**src/aip_pkg.sv**
```systemverilog
// Package for the ASCII integer parser: character codes, radix values and register indexes.
package aip_pkg;

    // Character codes recognized by the parser
    localparam logic [7:0] CH_ZERO  = 8'h30;  // '0'
    localparam logic [7:0] CH_NINE  = 8'h39;  // '9'
    localparam logic [7:0] CH_UP_A  = 8'h41;  // 'A'
    localparam logic [7:0] CH_UP_F  = 8'h46;  // 'F'
    localparam logic [7:0] CH_LO_A  = 8'h61;  // 'a'
    localparam logic [7:0] CH_LO_F  = 8'h66;  // 'f'
    localparam logic [7:0] CH_UP_X  = 8'h58;  // 'X'
    localparam logic [7:0] CH_LO_X  = 8'h78;  // 'x'
    localparam logic [7:0] CH_UP_B  = 8'h42;  // 'B'
    localparam logic [7:0] CH_LO_B  = 8'h62;  // 'b'
    localparam logic [7:0] CH_MINUS = 8'h2D;  // '-'
    localparam logic [7:0] CH_PLUS  = 8'h2B;  // '+'

    // Radix values
    localparam logic [4:0] BASE_AUTO = 5'd0;
    localparam logic [4:0] BASE_BIN  = 5'd2;
    localparam logic [4:0] BASE_DEC  = 5'd10;
    localparam logic [4:0] BASE_HEX  = 5'd16;

    // Register indexes (paddr[2])
    localparam logic REG_NUMBER_BASE = 1'b0;
    localparam logic REG_SIGNED_MODE = 1'b1;

    localparam logic [7:0] COUNT_MAX = 8'hFF;

endpackage

```
**src/ascii_integer_parser.sv**
```systemverilog
// ASCII integer parser: one character per item in, one parsed integer per number out.
//
// Usage:
//   s_ channel: one character per item. s_tdata[7:0] is the character code,
//   s_tuser marks the first character of a string and restarts the parse.
//   m_ channel: one item per parsed number. m_tdata[31:0] is the value
//   (two's complement after a minus in signed mode), m_tdata[39:32] the count
//   of characters consumed (sign, prefix, digits), saturating at 255.
//   APB port: register 0 (address 0) is number_base, 0 selects 0x/0b prefix
//   detection with a fallback to base ten; register 1 (address 4) is
//   signed_mode. Write configuration only while the block is idle.
// Throughput: one item per cycle while s_tready is high; the whole parse step for
//   a character is one multiply by the base and an add, between the state registers.
// Output: the result of the character that ends a number is registered on m_, or
//   parked in the skid entry while the receiver stalls.
// Reset: the parser waits for a first character; number_base resets to 0 and
//   signed_mode to 1. Output and skid stages are emptied.
// Stall: while a result waits, s_tready stays high until a second result is
//   parked in the skid entry, then stays low until the edge at which the
//   receiver takes the waiting result and the skid entry moves up.
module ascii_integer_parser
    import aip_pkg::*;
#(
    parameter int VALUE_BITS = 32
) (
    input  logic        aclk,
    input  logic        aresetn,
    // Input stream
    input  logic        s_tvalid,
    output logic        s_tready,
    input  logic [7:0]  s_tdata,   // [7:0] char_code
    input  logic        s_tuser,   // [0] first_char
    // Result stream
    output logic        m_tvalid,
    input  logic        m_tready,
    output logic [39:0] m_tdata,   // [31:0] value_bits, [39:32] used_count
    // Configuration port
    input  logic        psel,
    input  logic        penable,
    input  logic        pwrite,
    input  logic [2:0]  paddr,
    input  logic [31:0] pwdata,
    output logic [31:0] prdata,
    output logic        pready
);

    typedef enum logic [2:0] {
        PH_SIGN,
        PH_ZERO,
        PH_MARK,
        PH_DIGIT,
        PH_DONE
    } phase_t;

    // Configuration registers
    logic [4:0] number_base_reg;
    logic       signed_mode_reg;

    // Parse state
    phase_t                  phase_reg, phase_next;
    logic [VALUE_BITS-1:0]   acc_reg, acc_next;
    logic                    minus_reg, minus_next;
    logic [4:0]              base_reg, base_next;
    logic [7:0]              cnt_reg, cnt_next;

    // Output register and skid entry
    logic        m_valid_reg;
    logic [39:0] m_data_reg;
    logic        skid_valid_reg;
    logic [39:0] skid_data_reg;

    // Per-character step
    logic                  accept;
    logic                  cfg_write;
    logic [7:0]            ch;
    phase_t                cur;
    logic                  stop;
    logic                  take;
    logic                  emit;
    logic                  is_digit;
    logic [3:0]            digit;
    logic [VALUE_BITS-1:0] acc_eff;
    logic [7:0]            cnt_eff;
    logic [VALUE_BITS+4:0] product;
    logic [VALUE_BITS-1:0] signed_val;
    logic [39:0]           result;

    assign accept    = s_tvalid && s_tready;
    assign s_tready  = !skid_valid_reg;
    assign ch        = s_tdata;
    assign cfg_write = psel && penable && pwrite && pready;
    assign pready    = 1'b1;

    always_comb begin
        case (paddr[2])
            REG_NUMBER_BASE: prdata = {27'd0, number_base_reg};
            REG_SIGNED_MODE: prdata = {31'd0, signed_mode_reg};
            default:         prdata = 32'd0;
        endcase
    end

    // Walk the phases for one character; several may pass in one step.
    always_comb begin
        cur        = s_tuser ? PH_SIGN : phase_reg;
        acc_eff    = s_tuser ? '0 : acc_reg;
        cnt_eff    = s_tuser ? 8'd0 : cnt_reg;
        minus_next = s_tuser ? 1'b0 : minus_reg;
        base_next  = s_tuser ? number_base_reg : base_reg;
        phase_next = cur;
        acc_next   = acc_eff;
        stop       = 1'b0;
        take       = 1'b0;
        emit       = 1'b0;
        is_digit   = 1'b0;
        digit      = 4'd0;
        product    = '0;

        if (cur == PH_SIGN) begin
            if (signed_mode_reg && (ch == CH_MINUS || ch == CH_PLUS)) begin
                minus_next = (ch == CH_MINUS);
                take       = 1'b1;
                phase_next = PH_ZERO;
                stop       = 1'b1;
            end else begin
                cur = PH_ZERO;
            end
        end

        if (!stop && cur == PH_ZERO) begin
            if (ch == CH_ZERO && base_next == BASE_AUTO) begin
                take       = 1'b1;
                phase_next = PH_MARK;
                stop       = 1'b1;
            end else begin
                if (base_next == BASE_AUTO) begin
                    base_next = BASE_DEC;
                end
                cur = PH_DIGIT;
            end
        end

        if (!stop && cur == PH_MARK) begin
            if (ch == CH_LO_X || ch == CH_UP_X) begin
                base_next  = BASE_HEX;
                take       = 1'b1;
                phase_next = PH_DIGIT;
                stop       = 1'b1;
            end else if (ch == CH_LO_B || ch == CH_UP_B) begin
                base_next  = BASE_BIN;
                take       = 1'b1;
                phase_next = PH_DIGIT;
                stop       = 1'b1;
            end else begin
                base_next = BASE_DEC;
                cur       = PH_DIGIT;
            end
        end

        if (!stop && cur == PH_DIGIT) begin
            if (ch >= CH_ZERO && ch <= CH_NINE) begin
                is_digit = 1'b1;
                digit    = 4'(ch - CH_ZERO);
            end else if (base_next > BASE_DEC && ch >= CH_UP_A && ch <= CH_UP_F) begin
                is_digit = 1'b1;
                digit    = 4'(ch - CH_UP_A + 8'd10);
            end else if (base_next > BASE_DEC && ch >= CH_LO_A && ch <= CH_LO_F) begin
                is_digit = 1'b1;
                digit    = 4'(ch - CH_LO_A + 8'd10);
            end
            if (is_digit) begin
                product    = (VALUE_BITS+5)'(acc_eff) * (VALUE_BITS+5)'(base_next);
                acc_next   = VALUE_BITS'(product) + VALUE_BITS'(digit);
                take       = 1'b1;
                phase_next = PH_DIGIT;
            end else begin
                emit       = 1'b1;
                phase_next = PH_DONE;
            end
        end

        cnt_next = (take && cnt_eff != COUNT_MAX) ? cnt_eff + 8'd1 : cnt_eff;
    end

    assign signed_val = minus_next ? (~acc_eff + VALUE_BITS'(1)) : acc_eff;
    assign result     = {cnt_eff, 32'(signed_val)};

    assign m_tvalid = m_valid_reg;
    assign m_tdata  = m_data_reg;

    // Configuration writes
    always_ff @(posedge aclk) begin
        if (!aresetn) begin
            number_base_reg <= BASE_AUTO;
            signed_mode_reg <= 1'b1;
        end else if (cfg_write) begin
            case (paddr[2])
                REG_NUMBER_BASE: number_base_reg <= pwdata[4:0];
                REG_SIGNED_MODE: signed_mode_reg <= pwdata[0];
                default: ;
            endcase
        end
    end

    // Parse state: advance on each accepted item
    always_ff @(posedge aclk) begin
        if (!aresetn) begin
            phase_reg <= PH_DONE;
            acc_reg   <= '0;
            minus_reg <= 1'b0;
            base_reg  <= BASE_AUTO;
            cnt_reg   <= 8'd0;
        end else if (accept) begin
            phase_reg <= phase_next;
            acc_reg   <= acc_next;
            minus_reg <= minus_next;
            base_reg  <= base_next;
            cnt_reg   <= cnt_next;
        end
    end

    // Output register with skid entry
    always_ff @(posedge aclk) begin
        if (!aresetn) begin
            m_valid_reg    <= 1'b0;
            skid_valid_reg <= 1'b0;
        end else if (m_tready || !m_valid_reg) begin
            if (skid_valid_reg) begin
                // Drain the skid entry first; input is held off meanwhile
                m_valid_reg    <= 1'b1;
                m_data_reg     <= skid_data_reg;
                skid_valid_reg <= 1'b0;
            end else begin
                m_valid_reg <= accept && emit;
                m_data_reg  <= result;
            end
        end else if (accept && emit) begin
            // Receiver stalled: park the new result
            skid_valid_reg <= 1'b1;
            skid_data_reg  <= result;
        end
    end

endmodule

```
**config.mk**
```make
export PLATFORM = sky130hd
export DESIGN_NAME = ascii_integer_parser
export DESIGN_NICKNAME = d
export VERILOG_FILES = /design/src/aip_pkg.sv /design/src/ascii_integer_parser.sv
export SDC_FILE = /design/constraint.sdc
export NUM_CORES = 1
export LEC_CHECK = 0
export BUFFER_PORTS_ARGS = -buffer_cell sky130_fd_sc_hd__buf_2
export CELL_PAD_IN_SITES_DETAIL_PLACEMENT = 1
export CELL_PAD_IN_SITES_GLOBAL_PLACEMENT = 2
export CORE_ASPECT_RATIO = 1.25
export CORE_MARGIN = 2
export CORE_UTILIZATION = 38
export CTS_CLUSTER_SIZE = 30
export DETAILED_ROUTE_END_ITERATION = 8
export PLACE_DENSITY = 0.83
export SYNTH_ARGS = -nofsm -noshare
export SYNTH_HDL_FRONTEND = slang
export SYNTH_SLANG_ARGS = --single-unit
```
**constraint.sdc**
```tcl
create_clock -name aclk -period 8.1 [get_ports aclk]
set_clock_uncertainty 0.1 [all_clocks]
set_input_delay 0.81 -clock aclk [delete_from_list [all_inputs] [get_ports aclk]]
set_output_delay 0.81 -clock aclk [all_outputs]
set_load 0.02 [all_outputs]
```
==> qor.json, run 1 <==
{
  "intPower_mw": 1.29,
  "power.ir.vdd_worst_uv": 161,
  "critical_path_class": "in2reg",
  "crit_required_ns": 8.37,
  "final_nets": 1558,
  "synth_cell_type_count": 74,
  "final.period_utilization_pct": 87.3,
  "worstPathMaxFanout": 6,
  "hold_path_class": "reg2reg",
  "multi_input_area_um2": 7510,
  "final-setup-viol-count": 0,
  "area.sequential_um2": 3540,
  "power_switching_share_pct": 26.2,
  "grt_antenna_before_repair": 0,
  "synth_edf_count": 80,
  "critPathArrivalTime_ns": 7.35,
  "cts_max_level": 4,
  "synth.yosys.warnings": 0,
  "finalHoldViolCount": 0,
  "avgRoutedWirePerCell_um": 19.3,
  "core_region_um2": 30200,
  "postSynthRegisterBits": 137,
  "ys_seq_area_share_pct": 30.3,
  "drtPass1Iterations": 5,
  "share_of_final_layout_standard_cells_stronger_than_drive_strength_1_pct": 13.4,
  "dpl.cell_count": 1734,
  "initial_utilization_pct": 38.7,
  "grt_overflow": 0,
  "buffer_ports.inserted": 68,
  "cell_family_contributing_the_most_delay_on_the_critical_path": "compound AO/OA/AOI/OAI gates",
  "place.detailed.hpwl_um": 25500,
  "synth-main-ff-cell": "edfxtp_1",
  "clk-insertion-delay-late_ns": 0.45,
  "ctsResizeCount": 0,
  "static-leakage-power_nw": 5.65,
  "clkPwrFrac_pct": 48.0,
  "maximum_number_of_pins_on_one_net_before_global_route_repair": 41,
  "die_height_um": 200,
  "netSwitchingPower_uw": 457,
  "rsz0062_at_grt": "no",
  "area.growth.synth_to_final_pct": 11.5,
  "clock_tree_from_tritoncts": "yes",
  "cp_num_buf_inv": 3,
  "total_power_mw": 1.75,
  "global_route.usage.total_pct": 22.1,
  "grt_pass1_vias": 10252,
  "worst_hold_slack_ns": 0.380,
  "syn-mean-instance-area_um2": 9.01,
  "power.combinational.fraction_pct": 8.8,
  "cp_slowest_cell": "o41ai_4",
  "fmax_ghz": 0.141,
  "ioPinCount": 126,
  "dieArea_um2": 32200,
  "power-per-cell-area_nw_per_um2": 134,
  "critPathMaxStageDelay_ns": 0.58,
  "number_of_instances_in_the_synthesized_netlist": 1296,
  "hold_buffers": 0,
  "power.sequential.fraction_pct": 43.2,
  "cts-root-to-sink-buffers": 2,
  "count_of_unresolved_drc_violations_after_routing": 0,
  "gp_congestion": 0.871,
  "asyncSetResetFlopFracSynth_pct": 0,
  "outcome": "finished clean",
  "maxCapViolations": 0,
  "number_of_nets_with_antenna_violations_after_detailed_routing": 0,
  "path_cells": "buf_2, or3b_1, o41ai_4, o21ai_0, a41oi_1, nor2_1, a21oi_1, fa_1, inv_1, ha_1, fa_1, inv_1, fa_1, nor2b_1, o2111ai_1, and3_1, o22a_1, o21a_1, o21ai_0, o211ai_1, xor2_1, o21ai_0",
  "mapped_area_um2": 11700,
  "clkSinkCount": 137,
  "period_needed_ns": 7.07,
  "mostFrequentLayoutCells": "199 x nand2_1, 138 x nor2_1, 86 x fa_1",
  "max_slew_margin_pct": 43.1,
  "die-width_um": 161,
  "filler_cell_count_in_the_final_layout": 3586,
  "detail_route.wirelength_um": 34100,
  "grt_first_pass_wirelength_um": 55200,
  "worstSetupEndpointType": "flop",
  "dr.first_iter.drc_count": 486,
  "final-max-slew-violation-count": 0,
  "clkSlewWorstSetupHoldPaths_ns": 0.06,
  "worstMarginPinSlew_ns": 0.853,
  "detailroute.via_count": 9596,
  "totalNegativeSetupSlack_ns": 0,
  "final_cell_count_no_fill": 1766,
  "post_drt_via_cell_ratio": 5.43,
  "row_count": 71,
  "layout_commonest_cell": "nand2_1",
  "critical_path.startpoint_type": "input pin",
  "tritoncts_buffer_count": 17,
  "clock_root_cell": "clkbuf_16",
  "postCtsSetupRepairBufs": 0,
  "count_of_inserted_antenna_diode_cells": 0
}
## synthesized netlist by cell type (5+ instances only)
master / number / area (µm²)
o22ai_1: 7 / 43.8
o31ai_1: 6 / 45.0
buf_4: 29 / 218
a22oi_1: 16 / 120
a21oi_1: 62 / 310
o21ai_0: 61 / 305
a21o_1: 12 / 90.1
nor3_1: 35 / 175
edfxtp_1: 80 / 2400
o21a_1: 10 / 75.1
xnor2_1: 30 / 263
mux2_2: 40 / 450
xor2_1: 14 / 123
nand2b_1: 7 / 43.8
nand3_1: 15 / 75.1
ha_1: 69 / 863
nand4_1: 7 / 43.8
nor2_1: 141 / 529
nor2b_1: 52 / 325
fa_1: 86 / 1720
buf_1: 11 / 41.3
inv_1: 82 / 308
and2_1: 5 / 31.3
mux2i_1: 11 / 110
nand2_1: 199 / 747
a31oi_1: 12 / 75.1
o211ai_1: 5 / 37.5
and3_1: 7 / 43.8
nor4_1: 10 / 62.6
clkbuf_1: 39 / 146
dfxtp_1: 57 / 1140
## per-stage QoR
stage | worst slack [ns] | util (%) | area (µm²)
after floorplan | 1.63 | - | 11800
after global placement | 0.699 | 41.1 | 12400
after detailed placement | 0.611 | 41.1 | 12400
after CTS | 1.06 | 43.1 | 13000
after global routing | 0.709 | 43.1 | 13000
final | 1.03 | 43.1 | 13000
## layer usage
metal / vias to the layer above / part of all wire (%) / GRT usage [%]
li1: 4512 / - / -
met3: 53 / 3.9 / 3.82
met4: 0 / 2.9 / 8.43
met1: 4823 / 41 / 25.6
met2: 208 / 52 / 40.7
met5: - / 0 / 0
## final timing paths
check	startpoint	endpoint	slack, ns	depth (start not counted)
max	s_tdata[6]	acc_reg[30]	1.03	22
min	base_reg[2]	base_reg[2]	0.38	2
max reg2reg	phase_reg[2]	acc_reg[30]	1.44	21
min reg2reg	base_reg[2]	base_reg[2]	0.38	2
## area by class of cell
class                      instances  area share (%)
multi-input combinational       1019            57.6
clock inverter                    12            1.26
inverter                          82            2.36
sequential                       137            27.2
tap                              401            3.85
timing repair buffer              95            4.17
clock buffer                      20            3.51
## tightest hold or removal path, delay by kind of cell, from the launching register on
family	cells	cell delay, ns
compound gates	1	0.06
flops	1	0.32
simple gates	1	0.06
## power groups by stage
stage / combinational [mW] / clock [mW] / sequential, mW
after CTS: 0.154 / 0.855 / 0.753
final: 0.153 / 0.838 / 0.753
after floorplan: 0.0930 / 0 / 0.780
after global routing: 0.164 / 0.884 / 0.754
after detailed placement: 0.153 / 0 / 0.768
after global placement: 0.150 / 0 / 0.768
## kinds of logic after synthesis
logic type / Yosys count / synth area share (%)
buffers and inverters: 166 / 6.38
AO/OA/AOI/OAI: 234 / 13.0
AND/OR/NAND/NOR: 506 / 19.8
XOR/XNOR: 45 / 3.49
multiplexers: 51 / 4.80
other: 2 / 0.0643
flip-flops: 137 / 30.3
adder cells (fa/ha/maj): 155 / 22.1
No activity file was read; power rests on OpenSTA's default activity.
==> run 2: changes to the inputs <==
--- a/config.mk
+++ b/config.mk
@@ -8,7 +8,6 @@
 export BUFFER_PORTS_ARGS = -buffer_cell sky130_fd_sc_hd__buf_2
 export CELL_PAD_IN_SITES_DETAIL_PLACEMENT = 1
 export CELL_PAD_IN_SITES_GLOBAL_PLACEMENT = 2
-export CORE_ASPECT_RATIO = 1.25
 export CORE_MARGIN = 2
 export CORE_UTILIZATION = 38
 export CTS_CLUSTER_SIZE = 30
==> run 2 against run 1 <==
- core utilization is 0.56 points lower
- cell count shrank 0.74%
- die area is essentially flat
- sequential share of layout area increased by 0.15 points
- power about the same
- non-clock buffer count is 9 lower
- critical path depth down 1
- wire length increased by 0.26%
- first-iteration DRC count up 23%
==> qor.json, run 2 (synthesized netlist as in run 1, its figures left out) <==
{
  "outcome": "finished clean",
  "cts_max_level": {"value": 4, "change": "unchanged"},
  "setup_ws": {"value": 1.02, "unit": "ns", "change": "-0.00655 ns"},
  "critical_path_class": "in2reg",
  "dpl.cell_count": {"value": 1720, "change": "-0.81%"},
  "maximum_number_of_pins_on_one_net_before_global_route_repair": {"value": 69, "change": "+68%"},
  "clkSinkCount": {"value": 137, "change": "unchanged"},
  "filler_cell_count_in_the_final_layout": {"value": 3576, "change": "-0.28%"},
  "worstPathMaxFanout": {"value": 18, "change": "+12"},
  "layout_commonest_cell": "nand2_1",
  "mostFrequentLayoutCells": "199 x nand2_1, 138 x nor2_1, 86 x fa_1",
  "place.detailed.hpwl": {"value": 25700, "unit": "µm", "change": "+0.53%"},
  "post_dp_cell_area": {"value": 12300, "unit": "µm²", "change": "-0.59%"},
  "detail_route.wirelength": {"value": 34200, "unit": "µm", "change": "+0.26%"},
  "fmax": {"value": 0.141, "unit": "GHz", "change": "about the same"},
  "worstMarginPinSlew": {"value": 0.876, "unit": "ns", "change": "+0.0224 ns"},
  "cts-root-to-sink-buffers": {"value": 2, "change": "unchanged"},
  "final_nets": {"value": 1549, "change": "-0.58%"},
  "area.sequential": {"value": 3540, "unit": "µm²", "change": "unchanged"},
  "finalHoldViolCount": {"value": 0, "change": "unchanged"},
  "core_region": {"value": 30400, "unit": "µm²", "change": "+0.75%"},
  "post_drt_via_cell_ratio": {"value": 5.40, "change": "-0.59%"},
  "clock_tree_from_tritoncts": "yes",
  "hold_buffers": {"value": 0, "change": "unchanged"},
  "total_power": {"value": 1.75, "unit": "mW", "change": "about the same"},
  "design_area": {"value": 13000, "unit": "µm²", "change": "-0.56%"},
  "drtPass1Iterations": {"value": 5, "change": "unchanged"},
  "grt_first_pass_wirelength": {"value": 54200, "unit": "µm", "change": "-1.7%"},
  "clkSlewWorstSetupHoldPaths": {"value": 0.06, "unit": "ns", "change": "about the same"},
  "multi_input_area": {"value": 7510, "unit": "µm²", "change": "about the same"},
  "count_of_unresolved_drc_violations_after_routing": {"value": 0, "change": "unchanged"},
  "max_slew_margin": {"value": 41.4, "unit": "%", "change": "-1.7 points"},
  "gp_congestion": {"value": 0.843, "change": "-3.1%"},
  "number_of_nets_with_antenna_violations_after_detailed_routing": {"value": 0, "change": "unchanged"},
  "dieArea": {"value": 32100, "unit": "µm²", "change": "about the same"},
  "final.period_utilization": {"value": 87.4, "unit": "%", "change": "about the same"},
  "initial_utilization": {"value": 38.4, "unit": "%", "change": "-0.29 points"},
  "worst_hold_slack": {"value": 0.355, "unit": "ns", "change": "-0.0247 ns"},
  "area.growth.synth_to_final_pct": 10.9,
  "grt_overflow": {"value": 0, "change": "unchanged"},
  "critPathArrivalTime": {"value": 7.26, "unit": "ns", "change": "-0.09 ns"},
  "rsz0062_at_grt": "no",
  "avgRoutedWirePerCell": {"value": 19.5, "unit": "µm", "change": "+1.0%"},
  "totalNegativeSetupSlack": {"value": 0, "unit": "ns", "change": "unchanged"},
  "grt_pass1_vias": {"value": 9934, "change": "-3.1%"},
  "hold_path_class": "reg2reg",
  "detailroute.via_count": {"value": 9469, "change": "-1.3%"},
  "share_of_final_layout_standard_cells_stronger_than_drive_strength_1": {"value": 12.8, "unit": "%", "change": "-0.65 points"},
  "critical_path.startpoint_type": "input pin",
  "crit_required": {"value": 8.28, "unit": "ns", "change": "-0.09 ns"},
  "grt_antenna_before_repair": {"value": 0, "change": "unchanged"},
  "post-place-ws": {"value": 0.319, "unit": "ns", "change": "-0.292 ns"},
  "r2r.worst_path.cells": {"value": 20, "change": "-4.8%"},
  "die_height": {"value": 179, "unit": "µm", "change": "-10%"},
  "tritoncts_buffer_count": {"value": 17, "change": "unchanged"},
  "clock_root_cell": "clkbuf_16",
  "ioPinCount": {"value": 126, "change": "unchanged"},
  "static-leakage-power": {"value": 5.61, "unit": "nW", "change": "-0.68%"},
  "buffer_ports.inserted": {"value": 68, "change": "unchanged"},
  "global_route.usage.total": {"value": 22.0, "unit": "%", "change": "-0.053 points"},
  "power.ir.vdd_worst": {"value": 144, "unit": "µV", "change": "-11%"},
  "final_cell_count_no_fill": {"value": 1753, "change": "-0.74%"},
  "maxCapViolations": {"value": 0, "change": "unchanged"},
  "worstSetupEndpointType": "flop",
  "clk-insertion-delay-late": {"value": 0.44, "unit": "ns", "change": "about the same"},
  "hold_path_depth": {"value": 2, "change": "unchanged"},
  "final-setup-viol-count": {"value": 0, "change": "unchanged"},
  "postCtsSetupRepairBufs": {"value": 0, "change": "unchanged"},
  "power-per-cell-area": {"value": 135, "unit": "nW/µm²", "change": "+0.60%"},
  "final-max-slew-violation-count": {"value": 0, "change": "unchanged"},
  "row_count": {"value": 64, "change": "-9.9%"},
  "final_core_occ": {"value": 42.6, "unit": "%", "change": "-0.56 points"},
  "period_needed": {"value": 7.08, "unit": "ns", "change": "+0.00655 ns"},
  "die-width": {"value": 179, "unit": "µm", "change": "+12%"},
  "dr.first_iter.drc_count": {"value": 597, "change": "+23%"}
}
[run 2: changes by cell type in the layout (fill, tap and decap cells not counted)]
cell / delta
clkinv_1: +1
buf_4: -9
inv_8: -1
clkinvlp_4: -1
clkinv_4: -2
and3_1: -1
clkbuf_8: -1
and3_2: +1
clkinv_2: +2
inv_1: +1
diode_2: +1
bufinv_16: +1
[run 2: timing repair]
| item | 4_1_cts | 5_1_grt |
|---|---|---|
| hold endpoints to repair | 0 | 0 |
| setup endpoints to repair | 0 | 1 |
| gates resized for setup | 0 | 1 |
[run 2: worst max-delay path, stage by stage]
cell,delay [ns]
buf_2,0.12
or3b_1,0.53
o41ai_4,0.55
o311ai_0,0.19
buf_4,0.20
nand2_1,0.62
nor2_1,0.17
fa_1,0.51
ha_1,0.24
fa_1,0.57
inv_1,0.08
fa_1,0.47
nor2b_1,0.21
o2111ai_1,0.18
and3_1,0.26
o22a_1,0.26
o21a_1,0.26
o21ai_0,0.47
a221o_1,0.31
xnor2_1,0.14
o21ai_0,0.09
[run 2: final cells by class]
| class | count | area share (%) |
|---|---|---|
| inverter | 82 | 2.38 |
| timing repair buffer | 86 | 3.67 |
| clock buffer | 19 | 3.42 |
| tap | 396 | 3.83 |
| antenna | 1 | 0.0193 |
| multi-input combinational | 1019 | 58.0 |
| clock inverter | 13 | 1.35 |
| sequential | 137 | 27.4 |
[run 2: final timing paths]
| check | from | end | slack [ns] |
|---|---|---|---|
| max | s_tdata[6] | acc_reg[26] | 1.02 |
| min | base_reg[3] | base_reg[3] | 0.36 |
| max reg2reg | phase_reg[0] | acc_reg[26] | 1.43 |
| min reg2reg | base_reg[3] | base_reg[3] | 0.36 |
[run 2: report_power, final]
| group | switching, mW | internal (mW) | total (mW) |
|---|---|---|---|
| Combinational | 0.116 | 0.0351 | 0.152 |
| Sequential | 0.00719 | 0.747 | 0.754 |
| Clock | 0.319 | 0.521 | 0.840 |
| Total | 0.443 | 1.30 | 1.75 |
[run 2: layer usage]
metal / global-route usage [%] / share of wire (%) / vias to the layer above
met5: 0 / 0 / -
met1: 28.7 / 46 / 4736
met4: 7.86 / 2.6 / 0
li1: - / - / 4497
met3: 1.80 / 2.9 / 48
met2: 38.2 / 49 / 188
